**config.mk**
```make
export PLATFORM = sky130hd
export DESIGN_NAME = serial_command_interpreter_core
export DESIGN_NICKNAME = d
export VERILOG_FILES = /design/src/hdl/scmd_pkg.sv /design/src/hdl/serial_command_interpreter_core.sv /design/src/hdl/scmd_parse.sv
export SDC_FILE = /design/constraint.sdc
export NUM_CORES = 1
export LEC_CHECK = 0
export BUFFER_PORTS_ARGS = -buffer_cell sky130_fd_sc_hd__buf_2
export CAP_MARGIN = 20
export CORE_MARGIN = 2
export CORE_UTILIZATION = 54
export CTS_CLUSTER_DIAMETER = 40
export DETAILED_ROUTE_END_ITERATION = 10
export GPL_TIMING_DRIVEN = 0
export PLACE_DENSITY = 0.78
export SETUP_SLACK_MARGIN = 0.1
export SLEW_MARGIN = 20
export SYNTH_ARGS = -nofsm -noshare
export SYNTH_HDL_FRONTEND = slang
export SYNTH_HIERARCHICAL = 1
export SYNTH_SLANG_ARGS = --single-unit
```
**constraint.sdc**
```tcl
create_clock -name aclk -period 2.79 [get_ports aclk]
set_input_delay 0.4185 -clock aclk [delete_from_list [all_inputs] [get_ports aclk]]
set_output_delay 0.4185 -clock aclk [all_outputs]
set_load 0.02 [all_outputs]
```
**src/hdl/scmd_pkg.sv**
```systemverilog
// Package for the serial command interpreter: parse states, reply codes,
// ASCII character constants and the result record passed out of the parser.
// No dependencies.
package scmd_pkg;

    typedef enum logic [3:0] {
        PS_IDLE,
        PS_LED,
        PS_LED_SET,
        PS_LED_CLEAR,
        PS_LED_READ,
        PS_SWITCH,
        PS_BUZ_HUNDREDS,
        PS_BUZ_TENS,
        PS_BUZ_UNITS,
        PS_COOL_TENS,
        PS_COOL_UNITS,
        PS_HEAT_TENS,
        PS_HEAT_UNITS
    } parse_state_t;

    typedef enum logic [1:0] {
        REPLY_ACK    = 2'd0,
        REPLY_ERR    = 2'd1,
        REPLY_CLOSED = 2'd2,
        REPLY_OPEN   = 2'd3
    } reply_t;

    localparam logic [7:0] CHAR_L    = 8'h4C;
    localparam logic [7:0] CHAR_S    = 8'h53;
    localparam logic [7:0] CHAR_B    = 8'h42;
    localparam logic [7:0] CHAR_C    = 8'h43;
    localparam logic [7:0] CHAR_H    = 8'h48;
    localparam logic [7:0] CHAR_R    = 8'h52;
    localparam logic [7:0] CHAR_ZERO = 8'h30;
    localparam logic [7:0] CHAR_ONE  = 8'h31;
    localparam logic [7:0] CHAR_NINE = 8'h39;

    localparam int BUZ_W   = 10;
    localparam int LEVEL_W = 7;
    localparam int SW_W    = 4;
    localparam int LED_W   = 4;

    typedef struct packed {
        reply_t               reply;
        logic                 buzzer_update;
        logic [BUZ_W-1:0]     buzzer_ms;
        logic                 cooler_update;
        logic [LEVEL_W-1:0]   cooler_speed;
        logic                 heater_update;
        logic [LEVEL_W-1:0]   heater_power;
        logic [LED_W-1:0]     led_flags_out;
    } result_t;

endpackage

```
**src/hdl/serial_command_interpreter_core.sv**
```systemverilog
// Top level of the serial command interpreter: stream ports, parse state,
// accumulators, LED flags and the result register.
// Depends on scmd_pkg and scmd_parse.

// Takes one received ASCII byte per cycle on the s_ stream, with the switch
// levels alongside, and answers each completed or rejected command with one
// result item on the m_ stream; bytes in the middle of a command give none.
// Every byte is decoded in the cycle it is accepted, against the parse state
// and accumulators held in registers, so a byte can be taken every cycle. The
// only stall comes from the single result register: while it holds an item
// that m_tready has not taken, no new byte is accepted.
module serial_command_interpreter_core #(
    parameter int NUM_CHANNELS = 4
) (
    input  logic        aclk,
    input  logic        aresetn,
    input  logic        s_tvalid,
    output logic        s_tready,
    input  logic [15:0] s_tdata,   // rx_byte[7:0], switch_levels[11:8], zero pad
    output logic        m_tvalid,
    input  logic        m_tready,
    // reply[1:0], buzzer_update[2], buzzer_ms[12:3], cooler_update[13],
    // cooler_speed[20:14], heater_update[21], heater_power[28:22],
    // led_flags_out[32:29], zero pad
    output logic [39:0] m_tdata
);
    import scmd_pkg::*;

    localparam int RES_W = $bits(result_t);

    parse_state_t              state_reg, state_next;
    logic [NUM_CHANNELS-1:0]   led_reg, led_next;
    logic [BUZ_W-1:0]          buz_reg, buz_next;
    logic [LEVEL_W-1:0]        cool_reg, cool_next;
    logic [LEVEL_W-1:0]        heat_reg, heat_next;
    logic                      out_valid_reg;
    result_t                   result_reg, result_next;
    logic                      emit;
    logic                      accept;

    scmd_parse #(
        .NUM_CHANNELS(NUM_CHANNELS)
    ) u_parse (
        .state             (state_reg),
        .rx_byte           (s_tdata[7:0]),
        .switch_levels     (s_tdata[11:8]),
        .led_flags         (led_reg),
        .buzzer_accum      (buz_reg),
        .cooler_accum      (cool_reg),
        .heater_accum      (heat_reg),
        .state_next        (state_next),
        .led_flags_next    (led_next),
        .buzzer_accum_next (buz_next),
        .cooler_accum_next (cool_next),
        .heater_accum_next (heat_next),
        .emit              (emit),
        .result            (result_next)
    );

    assign s_tready = !out_valid_reg || m_tready;
    assign accept   = s_tvalid && s_tready;

    always_ff @(posedge aclk) begin
        if (!aresetn) begin
            state_reg     <= PS_IDLE;
            led_reg       <= '0;
            buz_reg       <= '0;
            cool_reg      <= '0;
            heat_reg      <= '0;
            out_valid_reg <= 1'b0;
        end else begin
            if (accept) begin
                state_reg <= state_next;
                led_reg   <= led_next;
                buz_reg   <= buz_next;
                cool_reg  <= cool_next;
                heat_reg  <= heat_next;
            end
            if (accept) begin
                out_valid_reg <= emit;
            end else if (m_tready) begin
                out_valid_reg <= 1'b0;
            end
        end
    end

    // payload: load on every accept, hold otherwise
    always_ff @(posedge aclk) begin
        if (accept) begin
            result_reg <= result_next;
        end
    end

    assign m_tvalid = out_valid_reg;

    always_comb begin
        m_tdata             = '0;
        m_tdata[1:0]        = result_reg.reply;
        m_tdata[2]          = result_reg.buzzer_update;
        m_tdata[12:3]       = result_reg.buzzer_ms;
        m_tdata[13]         = result_reg.cooler_update;
        m_tdata[20:14]      = result_reg.cooler_speed;
        m_tdata[21]         = result_reg.heater_update;
        m_tdata[28:22]      = result_reg.heater_power;
        m_tdata[32:29]      = result_reg.led_flags_out;
        m_tdata[39:RES_W]   = '0;
    end

endmodule

```
**src/hdl/scmd_parse.sv**
```systemverilog
// Combinational command parser: next parse state, accumulators, LED flags
// and the result record for one received byte.
// Depends on scmd_pkg.
module scmd_parse #(
    parameter int NUM_CHANNELS = 4
) (
    input  scmd_pkg::parse_state_t                    state,
    input  logic [7:0]                                rx_byte,
    input  logic [scmd_pkg::SW_W-1:0]                 switch_levels,
    input  logic [NUM_CHANNELS-1:0]                   led_flags,
    input  logic [scmd_pkg::BUZ_W-1:0]                buzzer_accum,
    input  logic [scmd_pkg::LEVEL_W-1:0]              cooler_accum,
    input  logic [scmd_pkg::LEVEL_W-1:0]              heater_accum,
    output scmd_pkg::parse_state_t                    state_next,
    output logic [NUM_CHANNELS-1:0]                   led_flags_next,
    output logic [scmd_pkg::BUZ_W-1:0]                buzzer_accum_next,
    output logic [scmd_pkg::LEVEL_W-1:0]              cooler_accum_next,
    output logic [scmd_pkg::LEVEL_W-1:0]              heater_accum_next,
    output logic                                      emit,
    output scmd_pkg::result_t                         result
);
    import scmd_pkg::*;

    logic [NUM_CHANNELS-1:0]      chan_sel;
    logic [NUM_CHANNELS+SW_W-1:0] chan_sel_wide;
    logic [NUM_CHANNELS+LED_W-1:0] led_wide;
    logic                         is_chan;
    logic                         is_dec;
    logic [3:0]                   digit;
    logic                         err;
    logic [BUZ_W-1:0]             buz_sum;
    logic [LEVEL_W-1:0]           cool_sum;
    logic [LEVEL_W-1:0]           heat_sum;

    // one-hot channel select from the digit '1'..'0'+NUM_CHANNELS
    always_comb begin
        for (int i = 0; i < NUM_CHANNELS; i++) begin
            chan_sel[i] = (rx_byte == 8'(CHAR_ONE + i));
        end
    end

    assign is_chan       = |chan_sel;
    assign is_dec        = (rx_byte >= CHAR_ZERO) && (rx_byte <= CHAR_NINE);
    assign digit         = 4'(rx_byte - CHAR_ZERO);
    assign chan_sel_wide = {{SW_W{1'b0}}, chan_sel};
    assign buz_sum       = BUZ_W'(buzzer_accum + BUZ_W'(digit));
    assign cool_sum      = LEVEL_W'(cooler_accum + LEVEL_W'(digit));
    assign heat_sum      = LEVEL_W'(heater_accum + LEVEL_W'(digit));

    always_comb begin
        state_next        = PS_IDLE;
        led_flags_next    = led_flags;
        buzzer_accum_next = buzzer_accum;
        cooler_accum_next = cooler_accum;
        heater_accum_next = heater_accum;
        emit              = 1'b0;
        err               = 1'b0;
        result            = '0;
        result.reply      = REPLY_ACK;

        unique case (state)
            PS_IDLE: begin
                if (rx_byte == CHAR_L)      state_next = PS_LED;
                else if (rx_byte == CHAR_S) state_next = PS_SWITCH;
                else if (rx_byte == CHAR_B) state_next = PS_BUZ_HUNDREDS;
                else if (rx_byte == CHAR_C) state_next = PS_COOL_TENS;
                else if (rx_byte == CHAR_H) state_next = PS_HEAT_TENS;
                else                        err = 1'b1;
            end
            PS_LED: begin
                if (rx_byte == CHAR_S)      state_next = PS_LED_SET;
                else if (rx_byte == CHAR_C) state_next = PS_LED_CLEAR;
                else if (rx_byte == CHAR_R) state_next = PS_LED_READ;
                else                        err = 1'b1;
            end
            PS_LED_SET: begin
                if (is_chan) begin
                    led_flags_next = led_flags | chan_sel;
                    emit           = 1'b1;
                end else begin
                    err = 1'b1;
                end
            end
            PS_LED_CLEAR: begin
                if (is_chan) begin
                    led_flags_next = led_flags & ~chan_sel;
                    emit           = 1'b1;
                end else begin
                    err = 1'b1;
                end
            end
            PS_LED_READ: begin
                if (is_chan) begin
                    emit         = 1'b1;
                    result.reply = (|(led_flags & chan_sel)) ? REPLY_CLOSED : REPLY_OPEN;
                end else begin
                    err = 1'b1;
                end
            end
            PS_SWITCH: begin
                // channels above the switch count always read open
                if (is_chan) begin
                    emit         = 1'b1;
                    result.reply = (|(switch_levels & chan_sel_wide[SW_W-1:0])) ?
                                   REPLY_CLOSED : REPLY_OPEN;
                end else begin
                    err = 1'b1;
                end
            end
            PS_BUZ_HUNDREDS: begin
                if (is_dec) begin
                    buzzer_accum_next = BUZ_W'(BUZ_W'(digit) * BUZ_W'(100));
                    state_next        = PS_BUZ_TENS;
                end else begin
                    err = 1'b1;
                end
            end
            PS_BUZ_TENS: begin
                if (is_dec) begin
                    buzzer_accum_next = BUZ_W'(buzzer_accum + BUZ_W'(digit) * BUZ_W'(10));
                    state_next        = PS_BUZ_UNITS;
                end else begin
                    err = 1'b1;
                end
            end
            PS_BUZ_UNITS: begin
                if (is_dec) begin
                    buzzer_accum_next    = buz_sum;
                    emit                 = 1'b1;
                    result.buzzer_update = 1'b1;
                    result.buzzer_ms     = buz_sum;
                end else begin
                    err = 1'b1;
                end
            end
            PS_COOL_TENS: begin
                if (is_dec) begin
                    cooler_accum_next = LEVEL_W'(LEVEL_W'(digit) * LEVEL_W'(10));
                    state_next        = PS_COOL_UNITS;
                end else begin
                    err = 1'b1;
                end
            end
            PS_COOL_UNITS: begin
                if (is_dec) begin
                    cooler_accum_next    = cool_sum;
                    emit                 = 1'b1;
                    result.cooler_update = 1'b1;
                    result.cooler_speed  = cool_sum;
                end else begin
                    err = 1'b1;
                end
            end
            PS_HEAT_TENS: begin
                if (is_dec) begin
                    heater_accum_next = LEVEL_W'(LEVEL_W'(digit) * LEVEL_W'(10));
                    state_next        = PS_HEAT_UNITS;
                end else begin
                    err = 1'b1;
                end
            end
            PS_HEAT_UNITS: begin
                if (is_dec) begin
                    heater_accum_next    = heat_sum;
                    emit                 = 1'b1;
                    result.heater_update = 1'b1;
                    result.heater_power  = heat_sum;
                end else begin
                    err = 1'b1;
                end
            end
            default: begin
                err = 1'b1;
            end
        endcase

        if (err) begin
            emit         = 1'b1;
            result.reply = REPLY_ERR;
        end

        // LEDs above the fourth are kept but not reported
        led_wide             = {{LED_W{1'b0}}, led_flags_next};
        result.led_flags_out = led_wide[LED_W-1:0];
    end

endmodule
```
* After elaboration in Yosys (flattened, before gate mapping)
Cells that the tools add are included.
Storage, ports and cells: input port bits 20, register bits 66
Cells by class: bitwise gates (word level) 5, eq/ne operators 29, order comparisons 2, $add $sub $neg 5, multiplexer cells 50, reduce and logical (&&, ||, !) cells 21, multipliers 3
Operator list (count):
- $eq 8x7->1 const B | 6
- $mux 4 | 12
- $eq 8x6->1 const B | 4
- $mux 10 | 3
- $pmux 10 s3 | 1
- $pmux 7 s2 | 2
- $pmux 4 s6 | 1
- $mux 7 | 3
- $eq 4x4->1 const B | 5
- $mux 1 | 17
- $eq 4x3->1 const B | 4
- $mux 8 | 2
- $reduce_or 4->1 | 4
- $add 7x4->7 | 2
- $ne 2x1->1 const B | 7
- $and 4x4->4 | 3
- $mux 11 | 1
- $add 10x4->10 | 1
- $add 10x8->10 | 1
- $eq 4x2->1 const B | 2
- $ge 8x6->1 const B | 1
- $le 8x6->1 const B | 1
- $mul 4x5->8 const B | 1
- $pmux 4 s2 | 1
- other kinds (22) | 30

* Depth between registers and ports, before layout
word-level depth 9, depth in mapped cells 12, depth with buffers taken out 12

* Hierarchy
The synthesis kept the hierarchy.
Modules (own cells, without submodules):
- scmd_parse | cells each 370, instances 1, sequential area each 0.0 um^2, area each 2625.0 um^2
- serial_command_interpreter_core | cells each 185, instances 1, sequential area each 1651.6 um^2, area each 2404.8 um^2

* Least setup slack after synthesis
No wires, ideal clock.
kind input to register, from input s_tdata[1], to register buz_reg[9], data required time 2.672 ns, stages on the path 12, setup slack -0.004 ns, buffers on the path 0, data arrival time 2.676 ns, cells stage by stage ha_1 > ha_1 > fa_1 > ha_1 > o21a_1 > o31ai_1 > a21oi_1 > o211ai_1 > o21ba_2 > o221a_1 > nand2_1 > mux2i_1
On the way: longest elaborated chain between the ends 5
RTL lines:
- from (decl) | line serial_command_interpreter_core.sv:19 | input logic [15:0] s_tdata,
- $sub 4x1->4 (*) | line scmd_parse.sv:44 | assign digit = 4'(rx_byte - CHAR_ZERO);
- $mul 4x3->7 | line scmd_parse.sv:120 | buzzer_accum_next = BUZ_W'(buzzer_accum + BUZ_W'(digit) * BUZ_W'(10));
- $add 10x8->10 | line scmd_parse.sv:120
- $mux 10 | line scmd_parse.sv:119 | if (is_dec) begin
- $pmux 10 s3 (*) | line scmd_parse.sv:61 | unique case (state)
- net buz_next[9] | line serial_command_interpreter_core.sv:33 | logic [BUZ_W-1:0] buz_reg, buz_next;
- to (signal assigned) | line serial_command_interpreter_core.sv:75 | buz_reg <= buz_next;
- to (decl) | line serial_command_interpreter_core.sv:33
Mark *: on every way through the listed nets, which the timed path passes. The rest lies on a longest branch. The select of a mux whose other input is x is not followed. A chain may end at the register's enable or synchronous reset.

* Worst setup path in the final report
from input s_tdata[3], to register buz_reg[7]
The elaborated chain is that of the path after synthesis.

==> flow_summary.json <==
{
  "outcome": "finished, final reports clean",
  "cts_max_level": 3,
  "cts.sinks": 66,
  "drt_iter0_markers": 292,
  "cts.path.max_buffers": 2,
  "multiInputGateArea_um2": 3130,
  "vdd_drop_max_mv": 0.226,
  "regArea_um2": 1650,
  "met1_usage": 0.340,
  "synthAdderAreaFrac": 0.118,
  "top_usage_layer": "met2",
  "fp.dieW_um": 101,
  "period_share": 0.947,
  "wire_per_inst_um": 17.8,
  "hold_viol": 0,
  "fill_cells": 768,
  "synth_edf_count": 33,
  "dp_hpwl_um": 9120,
  "layout-drive-gt1-share": 0.191,
  "synth_area_um2": 5030,
  "antenna_found_initial": 0,
  "largest_reg_flops": 33,
  "slew_headroom": 0.546,
  "power-per-cell-area_nw_per_um2": 376,
  "initial_core_util": 0.550,
  "setup_viol": 0,
  "r2r_slack_ps": 390,
  "arrival_ps": 2880,
  "rsz0062_at_grt": "false",
  "max_freq_mhz": 379,
  "tightest_slew_ps": 678,
  "crit_fanout": 9,
  "synth-seq-area-share": 0.328,
  "netlist_instances": 555,
  "maxCapViolations": 0,
  "hp-class": "in -> reg",
  "synth_cell_type_count": 68,
  "vias": 4480,
  "grtUsageMet3": 0.0555,
  "cts-root-buf": "clkbuf_8",
  "synth_simple_gate_area_frac": 0.183,
  "final_nets": 685,
  "worstSetupPathType": "in -> reg",
  "cp-start-kind": "primary input",
  "wl_um": 13200,
  "grt_overflow": 0,
  "core_area_um2": 9150,
  "leakage_uw": 0.00237,
  "rows": 35,
  "endpoint_kind": "flop",
  "grt_pass1_wl_um": 20900,
  "ys_ff_latch": 66,
  "maxSlewViolCount": 0,
  "synth_compound_area_frac": 0.193,
  "dieArea_um2": 10100,
  "cts_tree": "done",
  "die_y_um": 101,
  "drt-vias-per-instance": 6.07,
  "synth_mux_area_frac": 0.0677,
  "avgSynthCellArea_um2": 9.06,
  "post-route-drc-count": 0,
  "synthXorXnorAreaFrac": 0.0383,
  "cts_hold_buf": 0,
  "grt_usage": 0.265,
  "grt_pass1_vias": 4252,
  "place.port_buffers": 49,
  "drtPass1Iterations": 5,
  "finalCriticalPeriod_ps": 2640,
  "ys.warnings.count": 6,
  "routabilityCongestion": 0.931,
  "cts.clk_slew.worst_paths_ps": 80,
  "ant_nets": 0,
  "whs_ps": 339,
  "antennaDiodeCount": 0,
  "cp.required_ps": 3020,
  "cts_buffers": 9,
  "tns_ps": 0,
  "layout_common_cells": "nand2_1 (91), buf_2 (51), nor2_1 (45)",
  "grt_start_max_net_pins": 43,
  "fin_worst_skew_ps": 8.76,
  "synth-main-ff-cell": "edfxtp_1",
  "use_met2": 0.433,
  "synthArstFlopShare": 0,
  "clk_latency_ps": 350,
  "synth_top_family_by_area": "compound AO/OA/AOI/OAI gates",
  "io_pins": 62,
  "syn_to_final_growth_pct": 14.1,
  "mostFrequentLayoutCell": "nand2_1"
}
report_power, final:
group | internal, µW | switching [µW] | leakage (µW) | total [µW]
sequential | 1040 | 5.60 | 0.000598 | 1040
combinational | 140 | 223 | 0.00169 | 363
clock | 346 | 403 | 0.0000847 | 749
total | 1520 | 631 | 0.00237 | 2150
cell families (layout without fill, tap and decap cells):
group | after synthesis | after routing
flip-flops | 66 | 66
multiplexers | 34 | 34
adder cells (fa/ha/maj) | 44 | 44
XOR/XNOR | 22 | 22
buffers and inverters | 58 | 124
AND/OR/NAND/NOR | 195 | 195
other | 1 | 7
AO/OA/AOI/OAI | 135 | 135
final timing paths:
check,start,to,cells after the start
max,s_tdata[3],buz_reg[7],13
min,s_tvalid,m_tvalid,3
max reg2reg,buz_reg[1],buz_reg[9],11
min reg2reg,led_reg[2],led_reg[2],2
critical path, stage by stage:
cell	delay, ps
buf_6	170
ha_4	230
ha_4	160
fa_2	570
ha_4	220
o21a_1	110
o31ai_2	100
nand2b_1	140
a211oi_2	250
nor2_1	100
a211o_1	300
nand2_1	60
mux2i_1	60
cell usage after synthesis, types with 4 or more instances:
master	number	area share
nand2_1	91	0.068
nor2_1	45	0.034
o21ai_0	38	0.038
ha_1	37	0.092
mux2i_1	34	0.068
dfxtp_1	33	0.13
edfxtp_1	33	0.20
inv_1	20	0.015
a21oi_1	14	0.014
buf_4	13	0.019
nand3_1	13	0.013
and3_1	12	0.015
xnor2_1	12	0.021
a21o_1	11	0.016
a22oi_1	11	0.016
clkbuf_1	11	0.0082
xor2_1	10	0.017
o31ai_1	8	0.012
a211oi_1	6	0.0090
a32oi_1	6	0.010
buf_2	6	0.0060
fa_1	6	0.024
nand4_1	5	0.0062
nor2b_1	5	0.0062
a21boi_0	4	0.0060
buf_6	4	0.0090
o211ai_1	4	0.0060
o21ai_1	4	0.0040
per-layer routing:
layer	vias up	share of wire	routed length, µm
met5	-	0	0
met4	0	0.024	312
met3	33	0.068	901
met2	189	0.49	6410
met1	2133	0.42	5550
li1	2125	-	-
stage by stage:
stage | power, µW | util | setup WS [ps] | std cells | cell area [µm²]
2_1_floorplan | 1300 | - | 78.2 | 561 | 5100
3_3_place_gp | 1400 | 0.599 | -498 | 721 | 5480
3_5_place_dp | 1410 | 0.599 | -559 | 721 | 5480
4_1_cts | 2160 | 0.622 | 101 | 737 | 5690
5_1_grt | 2250 | 0.627 | 86.3 | 738 | 5740
6_report | 2150 | 0.627 | 148 | 738 | 5740
repair_timing:
item | 4_1_cts | 5_1_grt
pin swaps | 0 | 2
setup buffers | 0 | 1
endpoints found under the setup margin | 4 | 3
gates resized for setup | 8 | 8
area by class of cell:
type	count	area share
multi-input combinational	437	0.545
buffer	37	0.0478
sequential	66	0.288
timing repair buffer	50	0.0499
clock buffer	10	0.0240
inverter	21	0.0137
tap	111	0.0242
clock inverter	6	0.00720
No activity file was read; power rests on OpenSTA's default activity.
